### src/hdl/cbs_pkg.sv
// ----------------------------------------------------------------------------
// cbs_pkg
// Shared types and constants of the CSMA/CA backoff station.
// ----------------------------------------------------------------------------
package cbs_pkg;

    // Station phase, one-hot inside the block.
    typedef enum logic [2:0] {
        PH_WAIT    = 3'b001,
        PH_BACKOFF = 3'b010,
        PH_TX      = 3'b100
    } t_phase;

    // Phase codes as they appear in the result item.
    localparam logic [1:0] PH_CODE_WAIT    = 2'd0;
    localparam logic [1:0] PH_CODE_BACKOFF = 2'd1;
    localparam logic [1:0] PH_CODE_TX      = 2'd2;

    // Channel state codes of the input item.
    localparam logic [1:0] CH_IDLE      = 2'd0;
    localparam logic [1:0] CH_BUSY      = 2'd1;
    localparam logic [1:0] CH_COLLISION = 2'd2;

    // Configuration register indexes.
    localparam int unsigned CFG_INDEX_W = 3;
    localparam int unsigned CFG_DATA_W  = 16;
    localparam logic [CFG_INDEX_W-1:0] CFG_IFS_SLOTS    = 3'd0;
    localparam logic [CFG_INDEX_W-1:0] CFG_WINDOW_MIN   = 3'd1;
    localparam logic [CFG_INDEX_W-1:0] CFG_WINDOW_MAX   = 3'd2;
    localparam logic [CFG_INDEX_W-1:0] CFG_FRAME_LENGTH = 3'd3;
    localparam logic [CFG_INDEX_W-1:0] CFG_RETRY_LIMIT  = 3'd4;
    localparam logic [CFG_INDEX_W-1:0] CFG_INIT_EXP     = 3'd5;

    // Register values after reset.
    localparam logic [9:0]  RST_IFS_SLOTS    = 10'd1;
    localparam logic [15:0] RST_WINDOW_MIN   = 16'd2;
    localparam logic [15:0] RST_WINDOW_MAX   = 16'd4;
    localparam logic [7:0]  RST_FRAME_LENGTH = 8'd10;
    localparam logic [3:0]  RST_RETRY_LIMIT  = 4'd10;
    localparam logic [4:0]  RST_INIT_EXP     = 5'd3;

    localparam logic [9:0] IDLE_MAX    = 10'h3FF;
    localparam logic [3:0] RETRY_MAX   = 4'hF;
    localparam logic [4:0] EXP_MAX     = 5'h1F;

    // Event counters.
    localparam int unsigned CNT_NUM       = 4;
    localparam int unsigned CNT_SUCCESS   = 0;
    localparam int unsigned CNT_COLLISION = 1;
    localparam int unsigned CNT_FAILURE   = 2;
    localparam int unsigned CNT_AIRTIME   = 3;

    // Result item: 150 payload bits padded to 152.
    localparam int unsigned OUT_BITS = 150;
    localparam int unsigned OUT_W    = 152;

    typedef struct packed {
        logic [9:0]  ifs_slots;
        logic [15:0] window_min;
        logic [15:0] window_max;
        logic [7:0]  frame_length;
        logic [3:0]  retry_limit;
        logic [4:0]  initial_exponent;
    } t_cfg;

    typedef struct packed {
        t_phase      phase;
        logic [9:0]  idle_count;
        logic [15:0] backoff_count;
        logic [4:0]  exponent;
        logic [3:0]  retries;
        logic [7:0]  slots_left;
    } t_station;

    typedef struct packed {
        logic success;
        logic collision;
        logic failure;
    } t_events;

    function automatic logic [1:0] phase_code(input t_phase ph);
        logic [1:0] code;
        case (ph)
            PH_WAIT:    code = PH_CODE_WAIT;
            PH_BACKOFF: code = PH_CODE_BACKOFF;
            PH_TX:      code = PH_CODE_TX;
            default:    code = PH_CODE_WAIT;
        endcase
        return code;
    endfunction

endpackage

### src/hdl/cbs_step.sv
// ----------------------------------------------------------------------------
// cbs_step
// Next-state logic of the station for one slot tick.
// ----------------------------------------------------------------------------
module cbs_step #(
    parameter int unsigned COUNT_WIDTH  = 32,
    parameter int unsigned RANDOM_WIDTH = 16
) (
    input  cbs_pkg::t_cfg                                       i_cfg,
    input  cbs_pkg::t_station                                   i_state,
    input  logic [cbs_pkg::CNT_NUM-1:0][COUNT_WIDTH-1:0]        i_cnt,
    input  logic [1:0]                                          i_channel,
    input  logic [RANDOM_WIDTH-1:0]                             i_random,
    output cbs_pkg::t_station                                   o_state,
    output logic [cbs_pkg::CNT_NUM-1:0][COUNT_WIDTH-1:0]        o_cnt,
    output cbs_pkg::t_events                                    o_events
);

    localparam int unsigned MW = (RANDOM_WIDTH > 16) ? RANDOM_WIDTH : 16;

    logic [4:0]              draw_exp;
    logic [RANDOM_WIDTH-1:0] draw_mask;
    logic [MW-1:0]           draw_raw;
    logic [MW-1:0]           draw_lo;
    logic [MW-1:0]           draw_clamped;
    logic [15:0]             drawn;
    logic                    draw_fail;
    logic [4:0]              exp_next;
    logic [3:0]              retries_next;

    // One draw unit serves both the interframe draw and the redraw after a
    // collision; the latter starts from the initial exponent.
    assign draw_exp = (i_channel == cbs_pkg::CH_COLLISION) ? i_cfg.initial_exponent
                                                           : i_state.exponent;

    always_comb begin
        for (int i = 0; i < RANDOM_WIDTH; i++) begin
            draw_mask[i] = (i < int'(draw_exp));
        end
    end

    assign draw_raw     = MW'(i_random & draw_mask);
    assign draw_lo      = (draw_raw < MW'(i_cfg.window_min)) ? MW'(i_cfg.window_min) : draw_raw;
    assign draw_clamped = (draw_lo > MW'(i_cfg.window_max)) ? MW'(i_cfg.window_max) : draw_lo;
    assign drawn        = draw_clamped[15:0];
    assign draw_fail    = (i_state.retries >= i_cfg.retry_limit);
    assign exp_next     = (draw_exp == cbs_pkg::EXP_MAX) ? draw_exp : draw_exp + 5'd1;
    assign retries_next = (i_state.retries == cbs_pkg::RETRY_MAX) ? i_state.retries
                                                                  : i_state.retries + 4'd1;

    always_comb begin
        o_state  = i_state;
        o_cnt    = i_cnt;
        o_events = '0;
        case (i_channel)
            cbs_pkg::CH_IDLE: begin
                if (i_state.idle_count >= i_cfg.ifs_slots && i_state.phase == cbs_pkg::PH_WAIT)
                begin
                    if (draw_fail) begin
                        if (o_cnt[cbs_pkg::CNT_FAILURE] != '1) begin
                            o_cnt[cbs_pkg::CNT_FAILURE] =
                                o_cnt[cbs_pkg::CNT_FAILURE] + COUNT_WIDTH'(1);
                        end
                        o_state.phase         = cbs_pkg::PH_WAIT;
                        o_state.exponent      = i_cfg.initial_exponent;
                        o_state.backoff_count = '0;
                        o_state.idle_count    = '0;
                        o_state.slots_left    = i_cfg.frame_length;
                        o_state.retries       = '0;
                        o_events.failure      = 1'b1;
                    end else begin
                        o_state.phase         = cbs_pkg::PH_BACKOFF;
                        o_state.backoff_count = drawn;
                        o_state.retries       = retries_next;
                        o_state.exponent      = exp_next;
                    end
                end
                if (o_state.phase == cbs_pkg::PH_BACKOFF && o_state.backoff_count == '0) begin
                    o_state.phase = cbs_pkg::PH_TX;
                    if (o_state.slots_left != '0) begin
                        o_state.slots_left = o_state.slots_left - 8'd1;
                    end
                    if (o_cnt[cbs_pkg::CNT_AIRTIME] != '1) begin
                        o_cnt[cbs_pkg::CNT_AIRTIME] =
                            o_cnt[cbs_pkg::CNT_AIRTIME] + COUNT_WIDTH'(1);
                    end
                    o_state.retries = '0;
                end else if (o_state.phase == cbs_pkg::PH_BACKOFF &&
                             o_state.idle_count >= i_cfg.ifs_slots) begin
                    o_state.backoff_count = o_state.backoff_count - 16'd1;
                end
                if (o_state.idle_count != cbs_pkg::IDLE_MAX) begin
                    o_state.idle_count = o_state.idle_count + 10'd1;
                end
            end
            cbs_pkg::CH_BUSY: begin
                o_state.idle_count = '0;
                if (i_state.phase == cbs_pkg::PH_TX) begin
                    if (o_state.slots_left != '0) begin
                        o_state.slots_left = o_state.slots_left - 8'd1;
                    end
                    if (o_cnt[cbs_pkg::CNT_AIRTIME] != '1) begin
                        o_cnt[cbs_pkg::CNT_AIRTIME] =
                            o_cnt[cbs_pkg::CNT_AIRTIME] + COUNT_WIDTH'(1);
                    end
                    o_state.retries = '0;
                    if (o_state.slots_left == '0) begin
                        if (o_cnt[cbs_pkg::CNT_SUCCESS] != '1) begin
                            o_cnt[cbs_pkg::CNT_SUCCESS] =
                                o_cnt[cbs_pkg::CNT_SUCCESS] + COUNT_WIDTH'(1);
                        end
                        o_events.success      = 1'b1;
                        o_state.phase         = cbs_pkg::PH_WAIT;
                        o_state.exponent      = i_cfg.initial_exponent;
                        o_state.backoff_count = '0;
                        o_state.slots_left    = i_cfg.frame_length;
                    end
                end
            end
            cbs_pkg::CH_COLLISION: begin
                o_state.idle_count = '0;
                if (i_state.phase == cbs_pkg::PH_TX) begin
                    if (o_state.slots_left != '0) begin
                        o_state.slots_left = o_state.slots_left - 8'd1;
                    end
                    if (o_cnt[cbs_pkg::CNT_AIRTIME] != '1) begin
                        o_cnt[cbs_pkg::CNT_AIRTIME] =
                            o_cnt[cbs_pkg::CNT_AIRTIME] + COUNT_WIDTH'(1);
                    end
                    if (o_state.slots_left == '0) begin
                        // The frame is lost: restart and redraw in the same tick.
                        o_state.slots_left = i_cfg.frame_length;
                        if (draw_fail) begin
                            if (o_cnt[cbs_pkg::CNT_FAILURE] != '1) begin
                                o_cnt[cbs_pkg::CNT_FAILURE] =
                                    o_cnt[cbs_pkg::CNT_FAILURE] + COUNT_WIDTH'(1);
                            end
                            o_state.exponent      = i_cfg.initial_exponent;
                            o_state.backoff_count = '0;
                            o_state.retries       = '0;
                            o_events.failure      = 1'b1;
                        end else begin
                            o_state.exponent      = exp_next;
                            o_state.backoff_count = drawn;
                            o_state.retries       = retries_next;
                        end
                        if (o_state.backoff_count == '0) begin
                            o_state.phase = cbs_pkg::PH_WAIT;
                        end else begin
                            o_state.phase         = cbs_pkg::PH_BACKOFF;
                            o_state.backoff_count = o_state.backoff_count - 16'd1;
                        end
                        if (o_cnt[cbs_pkg::CNT_COLLISION] != '1) begin
                            o_cnt[cbs_pkg::CNT_COLLISION] =
                                o_cnt[cbs_pkg::CNT_COLLISION] + COUNT_WIDTH'(1);
                        end
                        o_events.collision = 1'b1;
                    end
                end
            end
            default: begin
                // Channel code three leaves the station untouched.
            end
        endcase
    end

endmodule

### src/hdl/cbs_skid.sv
// ----------------------------------------------------------------------------
// cbs_skid
// Two-entry output stage: a result register backed by one skid register.
// ----------------------------------------------------------------------------
module cbs_skid #(
    parameter int unsigned WIDTH = 8
) (
    input  logic             i_clk,
    input  logic             i_rst_n,
    input  logic             i_valid,
    output logic             o_ready,
    input  logic [WIDTH-1:0] i_data,
    output logic             o_valid,
    input  logic             i_ready,
    output logic [WIDTH-1:0] o_data
);

    logic             r_out_valid;
    logic [WIDTH-1:0] r_out_data;
    logic             r_skid_valid;
    logic [WIDTH-1:0] r_skid_data;

    assign o_ready = ~r_skid_valid;
    assign o_valid = r_out_valid;
    assign o_data  = r_out_data;

    always_ff @(posedge i_clk) begin
        if (!i_rst_n) begin
            r_out_valid  <= 1'b0;
            r_skid_valid <= 1'b0;
        end else if (r_skid_valid) begin
            if (i_ready) begin
                r_out_data   <= r_skid_data;
                r_skid_valid <= 1'b0;
            end
        end else if (i_valid) begin
            if (!r_out_valid || i_ready) begin
                r_out_data  <= i_data;
                r_out_valid <= 1'b1;
            end else begin
                r_skid_data  <= i_data;
                r_skid_valid <= 1'b1;
            end
        end else if (i_ready) begin
            r_out_valid <= 1'b0;
        end
    end

endmodule

### src/hdl/csma_backoff_station.sv
// ----------------------------------------------------------------------------
// csma_backoff_station
// One contending CSMA/CA station with binary exponential backoff, advanced
// by one slot tick per input item.
// ----------------------------------------------------------------------------
//
//  Channel   Dir  Handshake                          Carries
//  cfg       in   i_cfg_valid / o_cfg_ready          register index and data
//  s_axis    in   i_s_axis_tvalid / o_s_axis_tready  one slot tick
//  m_axis    out  o_m_axis_tvalid / i_m_axis_tready  station status after the tick
//
//  Every tick is taken in a single update: the station registers and
//  the counters update at the edge that accepts the item, and the result
//  enters a two-entry output stage, so one tick per cycle is sustained
//  while the skid register is empty; the result is registered at that edge.
//  When the result register is full and not taken, one more tick is still
//  accepted into the skid register; o_s_axis_tready falls only then.
//  Reset is synchronous and active low; it loads the register defaults,
//  restarts the station and clears all counters. No clearing pass follows.
//
//  A waiting station draws its backoff from the low exponent bits of the
//  random word once the channel has been idle for ifs_slots slots, and draws
//  again at once when its frame ends in a collision. The draw is clamped to
//  [window_min, window_max] and counted down on idle slots once the
//  interframe wait is over. Counters saturate at all ones.
//
module csma_backoff_station #(
    parameter int unsigned COUNT_WIDTH  = 32,
    parameter int unsigned RANDOM_WIDTH = 16
) (
    input  logic                             i_clk,
    input  logic                             i_rst_n,
    // Configuration write channel.
    input  logic                             i_cfg_valid,
    output logic                             o_cfg_ready,
    input  logic [cbs_pkg::CFG_INDEX_W-1:0]  i_cfg_index,
    input  logic [cbs_pkg::CFG_DATA_W-1:0]   i_cfg_data,
    // Slot ticks.
    input  logic                             i_s_axis_tvalid,
    output logic                             o_s_axis_tready,
    // tdata, lowest bit first: channel[1:0], random_word, zero padding.
    input  logic [((RANDOM_WIDTH+2+7)/8)*8-1:0] i_s_axis_tdata,
    // Status results.
    output logic                             o_m_axis_tvalid,
    input  logic                             i_m_axis_tready,
    // tdata, lowest bit first: phase[1:0], transmitting, backoff_left[15:0],
    // success_event, collision_event, failure_event, success_total[31:0],
    // collision_total[31:0], failure_total[31:0], airtime_total[31:0],
    // two zero bits.
    output logic [cbs_pkg::OUT_W-1:0]        o_m_axis_tdata
);

    localparam int unsigned EXT_W = (COUNT_WIDTH > 32) ? COUNT_WIDTH : 32;

    cbs_pkg::t_cfg     r_cfg;
    cbs_pkg::t_station r_state;
    cbs_pkg::t_station n_state;
    cbs_pkg::t_events  n_events;
    logic [cbs_pkg::CNT_NUM-1:0][COUNT_WIDTH-1:0] r_cnt;
    logic [cbs_pkg::CNT_NUM-1:0][COUNT_WIDTH-1:0] n_cnt;
    logic [cbs_pkg::CNT_NUM-1:0][EXT_W-1:0]       cnt_ext;

    logic                      in_accept;
    logic [1:0]                in_channel;
    logic [RANDOM_WIDTH-1:0]   in_random;
    logic [cbs_pkg::OUT_W-1:0] result;

    assign o_cfg_ready = 1'b1;
    assign in_accept   = i_s_axis_tvalid & o_s_axis_tready;
    assign in_channel  = i_s_axis_tdata[1:0];
    assign in_random   = i_s_axis_tdata[RANDOM_WIDTH+1:2];

    // Configuration registers; indexes beyond the list are ignored.
    always_ff @(posedge i_clk) begin
        if (!i_rst_n) begin
            r_cfg.ifs_slots        <= cbs_pkg::RST_IFS_SLOTS;
            r_cfg.window_min       <= cbs_pkg::RST_WINDOW_MIN;
            r_cfg.window_max       <= cbs_pkg::RST_WINDOW_MAX;
            r_cfg.frame_length     <= cbs_pkg::RST_FRAME_LENGTH;
            r_cfg.retry_limit      <= cbs_pkg::RST_RETRY_LIMIT;
            r_cfg.initial_exponent <= cbs_pkg::RST_INIT_EXP;
        end else if (i_cfg_valid && o_cfg_ready) begin
            case (i_cfg_index)
                cbs_pkg::CFG_IFS_SLOTS:    r_cfg.ifs_slots        <= i_cfg_data[9:0];
                cbs_pkg::CFG_WINDOW_MIN:   r_cfg.window_min       <= i_cfg_data[15:0];
                cbs_pkg::CFG_WINDOW_MAX:   r_cfg.window_max       <= i_cfg_data[15:0];
                cbs_pkg::CFG_FRAME_LENGTH: r_cfg.frame_length     <= i_cfg_data[7:0];
                cbs_pkg::CFG_RETRY_LIMIT:  r_cfg.retry_limit      <= i_cfg_data[3:0];
                cbs_pkg::CFG_INIT_EXP:     r_cfg.initial_exponent <= i_cfg_data[4:0];
                default: begin
                end
            endcase
        end
    end

    // The whole per-tick update is one pass of combinational logic.
    cbs_step #(
        .COUNT_WIDTH  (COUNT_WIDTH),
        .RANDOM_WIDTH (RANDOM_WIDTH)
    ) u_step (
        .i_cfg     (r_cfg),
        .i_state   (r_state),
        .i_cnt     (r_cnt),
        .i_channel (in_channel),
        .i_random  (in_random),
        .o_state   (n_state),
        .o_cnt     (n_cnt),
        .o_events  (n_events)
    );

    // Station state and counters advance only on an accepted tick.
    always_ff @(posedge i_clk) begin
        if (!i_rst_n) begin
            r_state.phase         <= cbs_pkg::PH_WAIT;
            r_state.idle_count    <= '0;
            r_state.backoff_count <= '0;
            r_state.exponent      <= cbs_pkg::RST_INIT_EXP;
            r_state.retries       <= '0;
            r_state.slots_left    <= cbs_pkg::RST_FRAME_LENGTH;
            r_cnt                 <= '0;
        end else if (in_accept) begin
            r_state <= n_state;
            r_cnt   <= n_cnt;
        end
    end

    // The result shows the low 32 bits of each counter, zero-extended when
    // the counters are narrower.
    always_comb begin
        for (int i = 0; i < cbs_pkg::CNT_NUM; i++) begin
            cnt_ext[i] = EXT_W'(n_cnt[i]);
        end
    end

    assign result = {
        (cbs_pkg::OUT_W - cbs_pkg::OUT_BITS)'(0),
        cnt_ext[cbs_pkg::CNT_AIRTIME][31:0],
        cnt_ext[cbs_pkg::CNT_FAILURE][31:0],
        cnt_ext[cbs_pkg::CNT_COLLISION][31:0],
        cnt_ext[cbs_pkg::CNT_SUCCESS][31:0],
        n_events.failure,
        n_events.collision,
        n_events.success,
        n_state.backoff_count,
        (n_state.phase == cbs_pkg::PH_TX),
        cbs_pkg::phase_code(n_state.phase)
    };

    cbs_skid #(
        .WIDTH (cbs_pkg::OUT_W)
    ) u_skid (
        .i_clk   (i_clk),
        .i_rst_n (i_rst_n),
        .i_valid (i_s_axis_tvalid),
        .o_ready (o_s_axis_tready),
        .i_data  (result),
        .o_valid (o_m_axis_tvalid),
        .i_ready (i_m_axis_tready),
        .o_data  (o_m_axis_tdata)
    );

`ifndef SYNTHESIS
    // A waiting station never holds a backoff count.
    a_wait_no_backoff: assert property (@(posedge i_clk) disable iff (!i_rst_n)
        (r_state.phase == cbs_pkg::PH_WAIT) |-> (r_state.backoff_count == '0))
        else $error("waiting station holds a backoff count");

    // Retries are cleared whenever the station is transmitting.
    a_tx_no_retries: assert property (@(posedge i_clk) disable iff (!i_rst_n)
        (r_state.phase == cbs_pkg::PH_TX) |-> (r_state.retries == '0))
        else $error("retries not cleared while transmitting");

    // Without an accepted tick the station does not move.
    a_hold_without_tick: assert property (@(posedge i_clk) disable iff (!i_rst_n)
        !in_accept |=> $stable(r_state) && $stable(r_cnt))
        else $error("station state changed without a tick");

    // Airtime only grows.
    a_airtime_monotonic: assert property (@(posedge i_clk) disable iff (!i_rst_n)
        $past(i_rst_n) |-> (r_cnt[cbs_pkg::CNT_AIRTIME] >= $past(r_cnt[cbs_pkg::CNT_AIRTIME])))
        else $error("airtime counter decreased");
`endif

endmodule

### config.mk
export PLATFORM = sky130hd
export DESIGN_NAME = csma_backoff_station
export DESIGN_NICKNAME = d
export VERILOG_FILES = /design/src/hdl/cbs_pkg.sv /design/src/hdl/cbs_step.sv /design/src/hdl/cbs_skid.sv /design/src/hdl/csma_backoff_station.sv
export SDC_FILE = /design/constraint.sdc
export NUM_CORES = 1
export LEC_CHECK = 0
export BUFFER_PORTS_ARGS = -buffer_cell sky130_fd_sc_hd__buf_2
export CELL_PAD_IN_SITES_DETAIL_PLACEMENT = 1
export CELL_PAD_IN_SITES_GLOBAL_PLACEMENT = 1
export CORE_MARGIN = 2
export CORE_UTILIZATION = 44
export CTS_CLUSTER_SIZE = 30
export DETAILED_ROUTE_END_ITERATION = 8
export GPL_TIMING_DRIVEN = 0
export MAX_ROUTING_LAYER = met4
export PLACE_DENSITY = 0.79
export SLEW_MARGIN = 10
export SYNTH_ARGS = -nofsm -noshare
export SYNTH_HDL_FRONTEND = slang
export SYNTH_HIERARCHICAL = 1
export SYNTH_SLANG_ARGS = --single-unit
### constraint.sdc
create_clock -name i_clk -period 12.64 [get_ports i_clk]
set_clock_uncertainty 0.2 [all_clocks]
set_input_delay 0 -clock i_clk [delete_from_list [all_inputs] [get_ports i_clk]]
set_output_delay 0 -clock i_clk [all_outputs]
set_load 0.005 [all_outputs]
==> summary.txt, run 1 <==
Finish
  • Fin util: 0.513
  • Area Growth Syn to Fin: 16.2%
  • Share of cells above drive strength 1: 0.238
  • Most common cell after layout, fill and taps aside: edfxtp_1
  • Fin area: 0.0344 sq mm
  • Most frequent cells in the layout: 304 x edfxtp_1, 245 x a21oi_1, 239 x nand3_1
  • Layout Nets: 3219
  • Post-route insts no fill: 4028

Worst setup path
  • Slowest stage cell, crit path: nor3b_1
  • Required time of the worst setup path: 12940 ps
  • CP arrival: 11400 ps
  • Startpoint types: primary input
  • Setup CP Type: in -> reg
  • CP most frequent cell: buf_2
  • CP endpoint kind: register
  • Slowest stage delay, CP: 880 ps
  • Critical Path Fanout Max: 10

Place
  • Detailed Place HPWL: between 70000 and 80000 um
  • RePlAce Congestion: 0.933
  • Port bufs: approximately 190
  • DP Area: 0.0318 sq mm
  • Dpl cells: 3873

Floorplanning
  • Initial Util: 0.442
  • IO Pins: 203
  • FP Rows: 95
  • Die X-Extent: roughly 260 um
  • Core region area: 0.0669 sq mm
  • Chip Height: roughly 260 um
  • Die ar.: 0.0693 sq mm

GRT
  • Vias in the first global route: 25.2k
  • First-pass GRT wire length: 151000 um
  • Initial antenna violation count: 2
  • Pin count of the biggest net entering global routing: slightly above 60
  • Global route overflow: 0
  • GRT Overall Usage: 0.284

Yosys
  • Syn Inst Count: 2787
  • Ys async rst share: 0
  • #FFs+latches synth: ~540
  • Cell Area, Synth: between 0.02 and 0.03 sq mm
  • Register area share after synthesis: 0.468
  • Syn avg cell area: 10.6 sq um
  • Post-synth EDFFs: 304
  • Yosys warns: 6
  • Unique masters post-synth: 103
  • Top FF cell, synth: edfxtp_1

Clock tree
  • CTS tree: yes
  • PostCTS Resize Cnt: 0
  • Clk slew on worst S/H paths: 60 ps
  • CTS HTree Levels: 2
  • Worst-Skew Late Latency: between 600 and 700 ps
  • TritonCTS Buffers: 59
  • Clock root buffer: clkbuf_16
  • Worst-case clock buffer depth: 3
  • CTS Sinks: between 500 and 600

Route
  • Avg WL per Cell: about 24 um
  • Final WL: 97900 um
  • Drt pass-1 iters: 5
  • Iteration-0 DRC Markers: 1488
  • DR vias: 23.9k
  • Vias per cell: 5.92
  • Post-route ant nets: 0
  • # DRC: 0

Job
  • Max-Cap Viols: 0

STA
  • Slew of the pin with the lowest slew margin: 1270 ps
  • Final period util: 0.878
  • Final slew viol count: 0
  • Final Critical Period: 11100 ps
  • Worst hold margin: 38.4 ps
  • Setup-failing EPs final: 0
  • Slew Limit Headroom: 0.152
  • RSZ-0062 raised after global routing: no
  • Final Hold Viols: 0
  • Fmax: 90.1 MHz

Pwr
  • Leakage power: 12.6 nW
  • Pwr Total: 0.00441 W
  • Power per Cell Area: 128 mW/mm^2
  • Worst vdd ir: about 0.00012 V

Hold path
  • Hold Crit Class: in -> reg

Outcome
  • Status: finished, final reports clean
## cell usage after synthesis (all sizes together), types with 35 or more instances
cell type  number  area share
buf            93       0.019
a21bo         170       0.058
xor2           42       0.012
a21oi         245       0.041
ha             68       0.029
mux2i          81       0.028
nand4          49       0.010
mux2          178       0.081
edfxtp        304        0.31
nand3         241       0.041
inv            72      0.0091
nor3           36      0.0063
clkbuf         98       0.012
dfxtp         235        0.16
o21ai          78       0.013
and3           35      0.0074
xnor2          99       0.029
nor2           98       0.013
nand2         219       0.028
## critical path, delay by kind of cell
kind,cells,cell delay (ps)
AO/OA/AOI/OAI,10,2200
adder cells (fa/ha/maj),3,860
buffers and inverters,10,3260
multiplexers,3,1190
AND/OR/NAND/NOR,12,3850
## per-stage QoR
step | worst slack [ps] | TNS (ps)
floorplan | 685 | 0
global placement | -3510 | -527500
global route | 1040 | 0
CTS | 1870 | 0
finish | 1540 | 0
detailed placement | 1790 | 0
## timing repair
item	CTS	global route
setup buffers	0	0
hold endpoints to repair	145	0
hold buffers	42	0
## worst paths after layout
| check | start | cells past startpoint | slack [ps] | to |
|---|---|---|---|---|
| max reg2reg | r_state[15] | 34 | 1820 | u_skid/o_data[1] |
| min | i_cfg_data[15] | 4 | 40 | r_cfg[48] |
| max | i_s_axis_tdata[0] | 38 | 1540 | u_skid/o_data[1] |
| min reg2reg | r_cfg[23] | 2 | 260 | r_cfg[23] |
## flip-flops by register name, indices dropped and copies added, names as in the netlist
name and cells:
r_cfg 59, u_skid/o_data 152, u_skid/r_skid_valid 1, u_skid/r_skid_data 152, r_cnt 128, r_state 46, u_skid/o_valid 1
## area by class of cell
type	instances	area (sq um)
Inverter	74	278
Clock inverter	44	582
Fill cell	7321	32600
Buffer	191	943
Antenna cell	1	2.50
Clock buffer	68	1520
Timing Repair Buffer	252	1560
Tap cell	873	1090
Multi-Input combinational cell	1986	14600
Sequential cell	539	13800
## logic make-up after synthesis
family / count (synthesis) / share of synthesized area
and+or+nand+nor: 816 / 0.141
AOI/OAI and AO/OA: 697 / 0.171
DFF: 539 / 0.468
buffers and inverters: 265 / 0.0413
muxes: 259 / 0.108
xor gates and xnor gates: 141 / 0.0417
adders and majority gates: 68 / 0.0288
other: 2 / 0.000254
## metal layers
metal  share of wire  GRT usage  vias up
met1            0.43      0.350    12100
met4           0.025     0.0774        0
met2            0.50      0.491      584
met5               0          -        -
li1                -          -    11000
met3           0.041     0.0336      151
## power breakdown
group          leakage (nW)  switching (W)  internal (W)
combinational          7.05       0.000421      0.000213
sequential             4.56      0.0000227       0.00189
clock                  1.02       0.000780       0.00108
(Power assumes the default switching activity.)
==> run 2, diff against run 1 <==
- TNS_END_PERCENT: not set -> 100
- clock period: 12.64 -> 8.93 ns (I/O delays scaled with it)
==> summary.txt, run 2 (same netlist as run 1, synthesis figures left out) <==
STA
  • Slew of the pin with the lowest slew margin: 1280 ps (was 1270 ps)
  • Final Hold Viols: 0 (unchanged)
  • RSZ-0062 raised after global routing: no (unchanged)
  • Worst hold margin: 19.2 ps (was 38.4 ps)
  • Final period util: 0.963
  • Fmax: 116 MHz
  • Final Critical Period: between 8000 and 9000 ps
  • Setup-failing EPs final: 0 (unchanged)
  • Final slew viol count: 0 (unchanged)
  • Slew Limit Headroom: 0.148 (was 0.152)

Pwr
  • Internal power component: 0.00437 W (was 0.00318 W)
  • Gate power share: 0.155 (was 0.144)
  • Clock network power share: 0.397 (was 0.422)
  • Leakage power: 12.6 nW (about the same)
  • Pwr Total: 0.00604 W (was 0.00441 W)
  • Sw Share: 0.276 (was 0.278)
  • Power per Cell Area: 176 mW/mm^2 (was 128 mW/mm^2)
  • Sequential share of power: 0.448 (was 0.434)
  • Sw power: 0.00167 W (was 0.00122 W)
  • Worst vdd ir: 0.000139 V (was 0.000124 V)

Floorplanning
  • FP Rows: 95 (unchanged)
  • Initial Util: 0.442 (unchanged)
  • Die X-Extent: 263 um (unchanged)
  • Core region area: 0.0669 sq mm (unchanged)
  • IO Pins: 203 (unchanged)
  • Die ar.: 0.0693 sq mm (unchanged)
  • Chip Height: 263 um (unchanged)

Hold path
  • Hold Crit Class: in -> reg (unchanged)

GRT
  • First-pass GRT wire length: 151000 um (about the same)
  • Initial antenna violation count: 0 (was 2)
  • GRT Overall Usage: 0.285 (was 0.284)
  • Global route overflow: 0 (unchanged)
  • Vias in the first global route: 25.1k (was 25.2k)
  • Pin count of the biggest net entering global routing: 59 (was 62)

Clock tree
  • TritonCTS Buffers: 58 (was 59)
  • CTS Sinks: 539 (unchanged)
  • CTS HTree Levels: 2 (unchanged)
  • Clk slew on worst S/H paths: 60 ps (about the same)
  • Worst-case clock buffer depth: 3 (unchanged)
  • CTS tree: yes (unchanged)
  • Clock root buffer: clkbuf_16 (unchanged)
  • Worst-Skew Late Latency: 640 ps (was 660 ps)

Worst setup path
  • CP endpoint kind: register (unchanged)
  • CP arrival: 8760 ps (was 11400 ps)
  • Reg-to-Reg Start: r_cfg[0] (was r_state[15])
  • Required time of the worst setup path: 9090 ps (was 12940 ps)
  • Slowest stage delay, CP: 550 ps (was 880 ps)
  • CP most frequent cell: clkbuf_4 (was buf_2)
  • Setup slack, reg-to-reg: 390 ps (was 1820 ps)
  • Reg2Reg Depth: 33 (was 34)
  • Slowest stage cell, crit path: dlygate4sd3_1 (was nor3b_1)
  • Setup CP Type: in -> reg (unchanged)
  • Critical path startpoint: i_s_axis_tdata[1] (was i_s_axis_tdata[0])
  • Startpoint types: primary input (unchanged)
  • Critical Path Fanout Max: 10 (unchanged)
  • Worst r2r dst: u_skid/o_data[18] (was u_skid/o_data[1])
  • Critical Path End: u_skid/o_data[18] (was u_skid/o_data[1])

Place
  • Port bufs: 194 (unchanged)
  • Detailed Place HPWL: 72500 um (was 72000 um)
  • Dpl cells: 3868 (was 3873)
  • RePlAce Congestion: 0.947 (was 0.933)

Finish
  • Area Growth Syn to Fin: 16.1% (was 16.2%)
  • Share of cells above drive strength 1: 0.243 (was 0.238)
  • Most common cell after layout, fill and taps aside: edfxtp_1 (unchanged)
  • Fill count: 7324 (was 7321)
  • Most frequent cells in the layout: 304 x edfxtp_1, 242 x a21oi_1, 239 x nand3_1 (was 304 x edfxtp_1, 245 x a21oi_1, 239 x nand3_1)
  • Fin util: 0.513 (about the same)
  • Post-route insts no fill: 4017 (was 4028)
  • Antenna Diode Count: 0 (was 1)
  • Layout Nets: 3212 (was 3219)

Route
  • Drt pass-1 iters: 5 (unchanged)
  • Post-route ant nets: 0 (unchanged)
  • Vias per cell: 5.97 (was 5.92)
  • DR vias: 24.0k (was 23.9k)
  • Avg WL per Cell: 24.5 um (was 24.3 um)
  • Iteration-0 DRC Markers: 1649 (was 1488)
  • # DRC: 0 (unchanged)
  • Final WL: 98200 um (was 97900 um)

Outcome
  • Status: finished, final reports clean (unchanged)

Job
  • Max-Cap Viols: 0 (unchanged)
[run 2: metal layers]
layer	part of all wire	global-route usage	wire length (um)	vias to the layer above
li1	-	-	-	11000
met1	0.43	0.362	42500	12200
met2	0.50	0.484	48600	665
met3	0.043	0.0275	4260	174
met4	0.029	0.0829	2860	0
met5	0	-	0	-
[run 2: how the worst min path moves through the flow]
stage / to / depth (start not counted) / slack [ps] / start
floorplan: u_skid/o_valid / 2 / -60 / i_rst_n
global placement: r_cfg[44] / 3 / 80 / i_cfg_data[11]
detailed placement: r_cfg[28] / 3 / 90 / i_cfg_data[11]
CTS: r_cfg[8] / 4 / 4 / i_cfg_data[3]
global route: r_cfg[48] / 4 / 40 / i_cfg_data[15]
finish: r_cfg[48] / 4 / 20 / i_cfg_data[15]
[run 2: stage by stage]
stage          instance area [sq um]  setup WS [ps]  setup TNS [ps]
2_1_floorplan                  29600           1470               0
3_3_place_gp                   31700          -1810         -271980
3_5_place_dp                   31900          -1990         -169660
4_1_cts                        34200           38.4               0
5_1_grt                        34300           69.9               0
6_report                       34300            333               0
[run 2: layout make-up]
type,count,area [sq um],area share
Buffer,190,966,0.0281
Clock buffer,82,1620,0.0472
Clock inverter,26,256,0.00747
Inverter,74,278,0.00809
Multi-Input combinational cell,1986,14700,0.427
Sequential cell,539,13800,0.403
Tap cell,873,1090,0.0318
Timing Repair Buffer,247,1620,0.0471
[run 2: what timing repair did]
| action | 4_1_cts | 5_1_grt |
|---|---|---|
| pin swaps | 0 | 2 |
| setup endpoints to repair | 164 | 161 |
| resized for setup | 20 | 25 |
| hold buffers | 36 | 0 |
| endpoints found under the hold margin | 175 | 0 |
| setup buffers | 2 | 4 |
[run 2: critical path, delay by kind of cell]
kind / cells / cell delay, ps
compound gates: 12 / 2480
buf+inv: 8 / 2160
simple gates: 10 / 2140
mux: 3 / 1040
fa+ha+maj: 3 / 910
[run 2: power groups by stage]
stage               clock, W  combinational, W  sequential (W)
global placement           0          0.000839         0.00276
CTS                  0.00244          0.000904         0.00271
detailed placement         0          0.000869         0.00276
global route         0.00252          0.000997         0.00271
finish               0.00240          0.000936         0.00271
floorplan                  0          0.000558         0.00275
==> run 3, diff against run 2 <==
- CORE_MARGIN: 2 -> 10
- GPL_TIMING_DRIVEN: 0 -> not set
- REMOVE_ABC_BUFFERS: not set -> 1
==> summary.txt, run 3 (same netlist as run 1, synthesis figures left out) <==
Finish
  • Share of cells above drive strength 1: 0.236 (was 0.243)
  • Post-route insts no fill: 3860 (was 4017)
  • Fin area: 0.0334 sq mm (was 0.0343 sq mm)
  • Area Growth Syn to Fin: 12.9% (was 16.1%)
  • Most frequent cells in the layout: 304 x edfxtp_1, 244 x a21oi_1, 239 x nand3_1 (was 304 x edfxtp_1, 242 x a21oi_1, 239 x nand3_1)
  • Most common cell after layout, fill and taps aside: edfxtp_1 (unchanged)
  • Layout Nets: 3051 (was 3212)

STA
  • Setup TNS: 0 ps (unchanged)
  • Final Hold Viols: 0 (unchanged)
  • Setup-failing EPs final: 0 (unchanged)
  • Slack of the critical path: 513 ps (was 333 ps)
  • Slew Limit Headroom: 0.241 (was 0.148)
  • Final period util: 0.943 (was 0.963)
  • Final slew viol count: 0 (unchanged)
  • Final Critical Period: 8420 ps (was 8600 ps)
  • Slew of the pin with the lowest slew margin: 1140 ps (was 1280 ps)
  • RSZ-0062 raised after global routing: no (unchanged)
  • Fmax: 119 MHz (was 116 MHz)

Pwr
  • Power per Cell Area: 178 mW/mm^2 (was 176 mW/mm^2)
  • Worst vdd ir: 0.000140 V (was 0.000139 V)
  • Sw power: 0.00163 W (was 0.00167 W)
  • Leakage power: 12.2 nW (was 12.6 nW)
  • Sequential share of power: 0.455 (was 0.448)
  • Gate power share: 0.143 (was 0.155)
  • Clock network power share: 0.402 (was 0.397)
  • Pwr Total: 0.00596 W (was 0.00604 W)
  • Internal power component: 0.00433 W (was 0.00437 W)
  • Sw Share: 0.273 (was 0.276)

Worst setup path
  • CP arrival: 8750 ps (was 8760 ps)
  • Setup CP Type: in -> reg (unchanged)
  • Startpoint types: primary input (unchanged)
  • Slowest stage cell, crit path: dlygate4sd3_1 (unchanged)
  • Critical Path Fanout Max: 24 (was 10)
  • Required time of the worst setup path: 9270 ps (was 9090 ps)
  • Slowest stage delay, CP: 560 ps (was 550 ps)
  • CP endpoint kind: register (unchanged)

Clock tree
  • Clock root buffer: clkbuf_16 (unchanged)
  • Worst-Skew Late Latency: 640 ps (about the same)
  • Worst-case clock buffer depth: 3 (unchanged)
  • Setup repair bufs after CTS: 0 (was 2)
  • CTS tree: yes (unchanged)
  • CTS HTree Levels: 2 (unchanged)
  • Clk slew on worst S/H paths: 60 ps (about the same)
  • CTS Sinks: 539 (unchanged)
  • TritonCTS Buffers: 59 (was 58)

Route
  • # DRC: 0 (unchanged)
  • Vias per cell: 5.92 (was 5.97)
  • Iteration-0 DRC Markers: 1570 (was 1649)
  • Avg WL per Cell: 22.7 um (was 24.5 um)
  • Final WL: 87600 um (was 98200 um)
  • Drt pass-1 iters: 5 (unchanged)
  • DR vias: 22.9k (was 24.0k)
  • Post-route ant nets: 0 (unchanged)

Place
  • Pre-CTS setup slack: 507 ps (was -1990 ps)
  • Dpl cells: 3706 (was 3868)
  • RePlAce Congestion: 0.905 (was 0.947)
  • DP Area: 0.0311 sq mm (was 0.0319 sq mm)
  • Port bufs: 195 (was 194)
  • Detailed Place HPWL: 58700 um (was 72500 um)

Outcome
  • Status: finished, final reports clean (unchanged)

Floorplanning
  • Chip Height: 279 um (was 263 um)
  • Die ar.: 0.0780 sq mm (was 0.0693 sq mm)
  • IO Pins: 203 (unchanged)
  • FP Rows: 95 (unchanged)
  • Initial Util: 0.442 (unchanged)
  • Die X-Extent: 279 um (was 263 um)
  • Core region area: 0.0669 sq mm (unchanged)

Hold path
  • Hold Crit Class: in -> reg (unchanged)

GRT
  • First-pass GRT wire length: 138000 um (was 151000 um)
  • Vias in the first global route: 23.9k (was 25.1k)
  • Pin count of the biggest net entering global routing: 153 (was 59)
  • Initial antenna violation count: 2 (was 0)
  • GRT Overall Usage: 0.223 (was 0.285)
  • Global route overflow: 0 (unchanged)

Job
  • Max-Cap Viols: 0 (unchanged)
==> run 3: through the flow <==
stage / util / hold slack [ps]
after global placement: 0.465 / 83.6
after detailed placement: 0.465 / 92.7
after floorplan: - / -60.7
after global routing: 0.499 / 52.9
after CTS: 0.499 / 12.3
final: 0.499 / 20.5
==> run 3: final timing paths <==
kind	from	endpoint	slack, ps	cells after the start
min reg2reg	r_cfg[55]	r_cfg[55]	260	2
max	i_s_axis_tdata[1]	r_cnt[122]	510	34
max reg2reg	r_cfg[4]	r_cnt[122]	520	31
min	i_cfg_data[11]	r_cfg[44]	20	4
==> run 3: final cells by class <==
type / instances / area, sq um
sequential: 539 / 13800
inverter: 74 / 290
clock inverter: 33 / 274
antenna: 1 / 2.50
multi-input combinational: 1986 / 14600
timing repair buffer: 275 / 1710
fill: 7257 / 33500
tap: 873 / 1090
clock buffer: 79 / 1620
==> run 3: metal layers <==
layer | track usage | wire (um) | part of all wire
met2 | 0.371 | 42400 | 0.48
met5 | - | 0 | 0
met4 | 0.0596 | 1970 | 0.023
met3 | 0.0314 | 4580 | 0.052
met1 | 0.282 | 38600 | 0.44
==> run 3: what timing repair did <==
action / CTS / global route
gates resized for setup: 0 / 2
hold endpoints to repair: 118 / 0
endpoints found under the setup margin: 0 / 2
hold buffers: 41 / 0
==> run 3: power groups by stage <==
| stage | logic [W] | registers (W) | clock network [W] |
|---|---|---|---|
| 2_1_floorplan | 0.000506 | 0.00277 | 0 |
| 3_3_place_gp | 0.000806 | 0.00276 | 0 |
| 3_5_place_dp | 0.000828 | 0.00276 | 0 |
| 4_1_cts | 0.000845 | 0.00271 | 0.00245 |
| 5_1_grt | 0.000922 | 0.00272 | 0.00256 |
| 6_report | 0.000854 | 0.00271 | 0.00240 |
==> run 3: critical path, delay by kind of cell <==
family / cells / cell delay (ps)
XOR/XNOR: 1 / 330
buffers and inverters: 6 / 1670
AO/OA/AOI/OAI: 14 / 3260
AND/OR/NAND/NOR: 9 / 2220
multiplexers: 1 / 410
adder cells (fa/ha/maj): 3 / 840
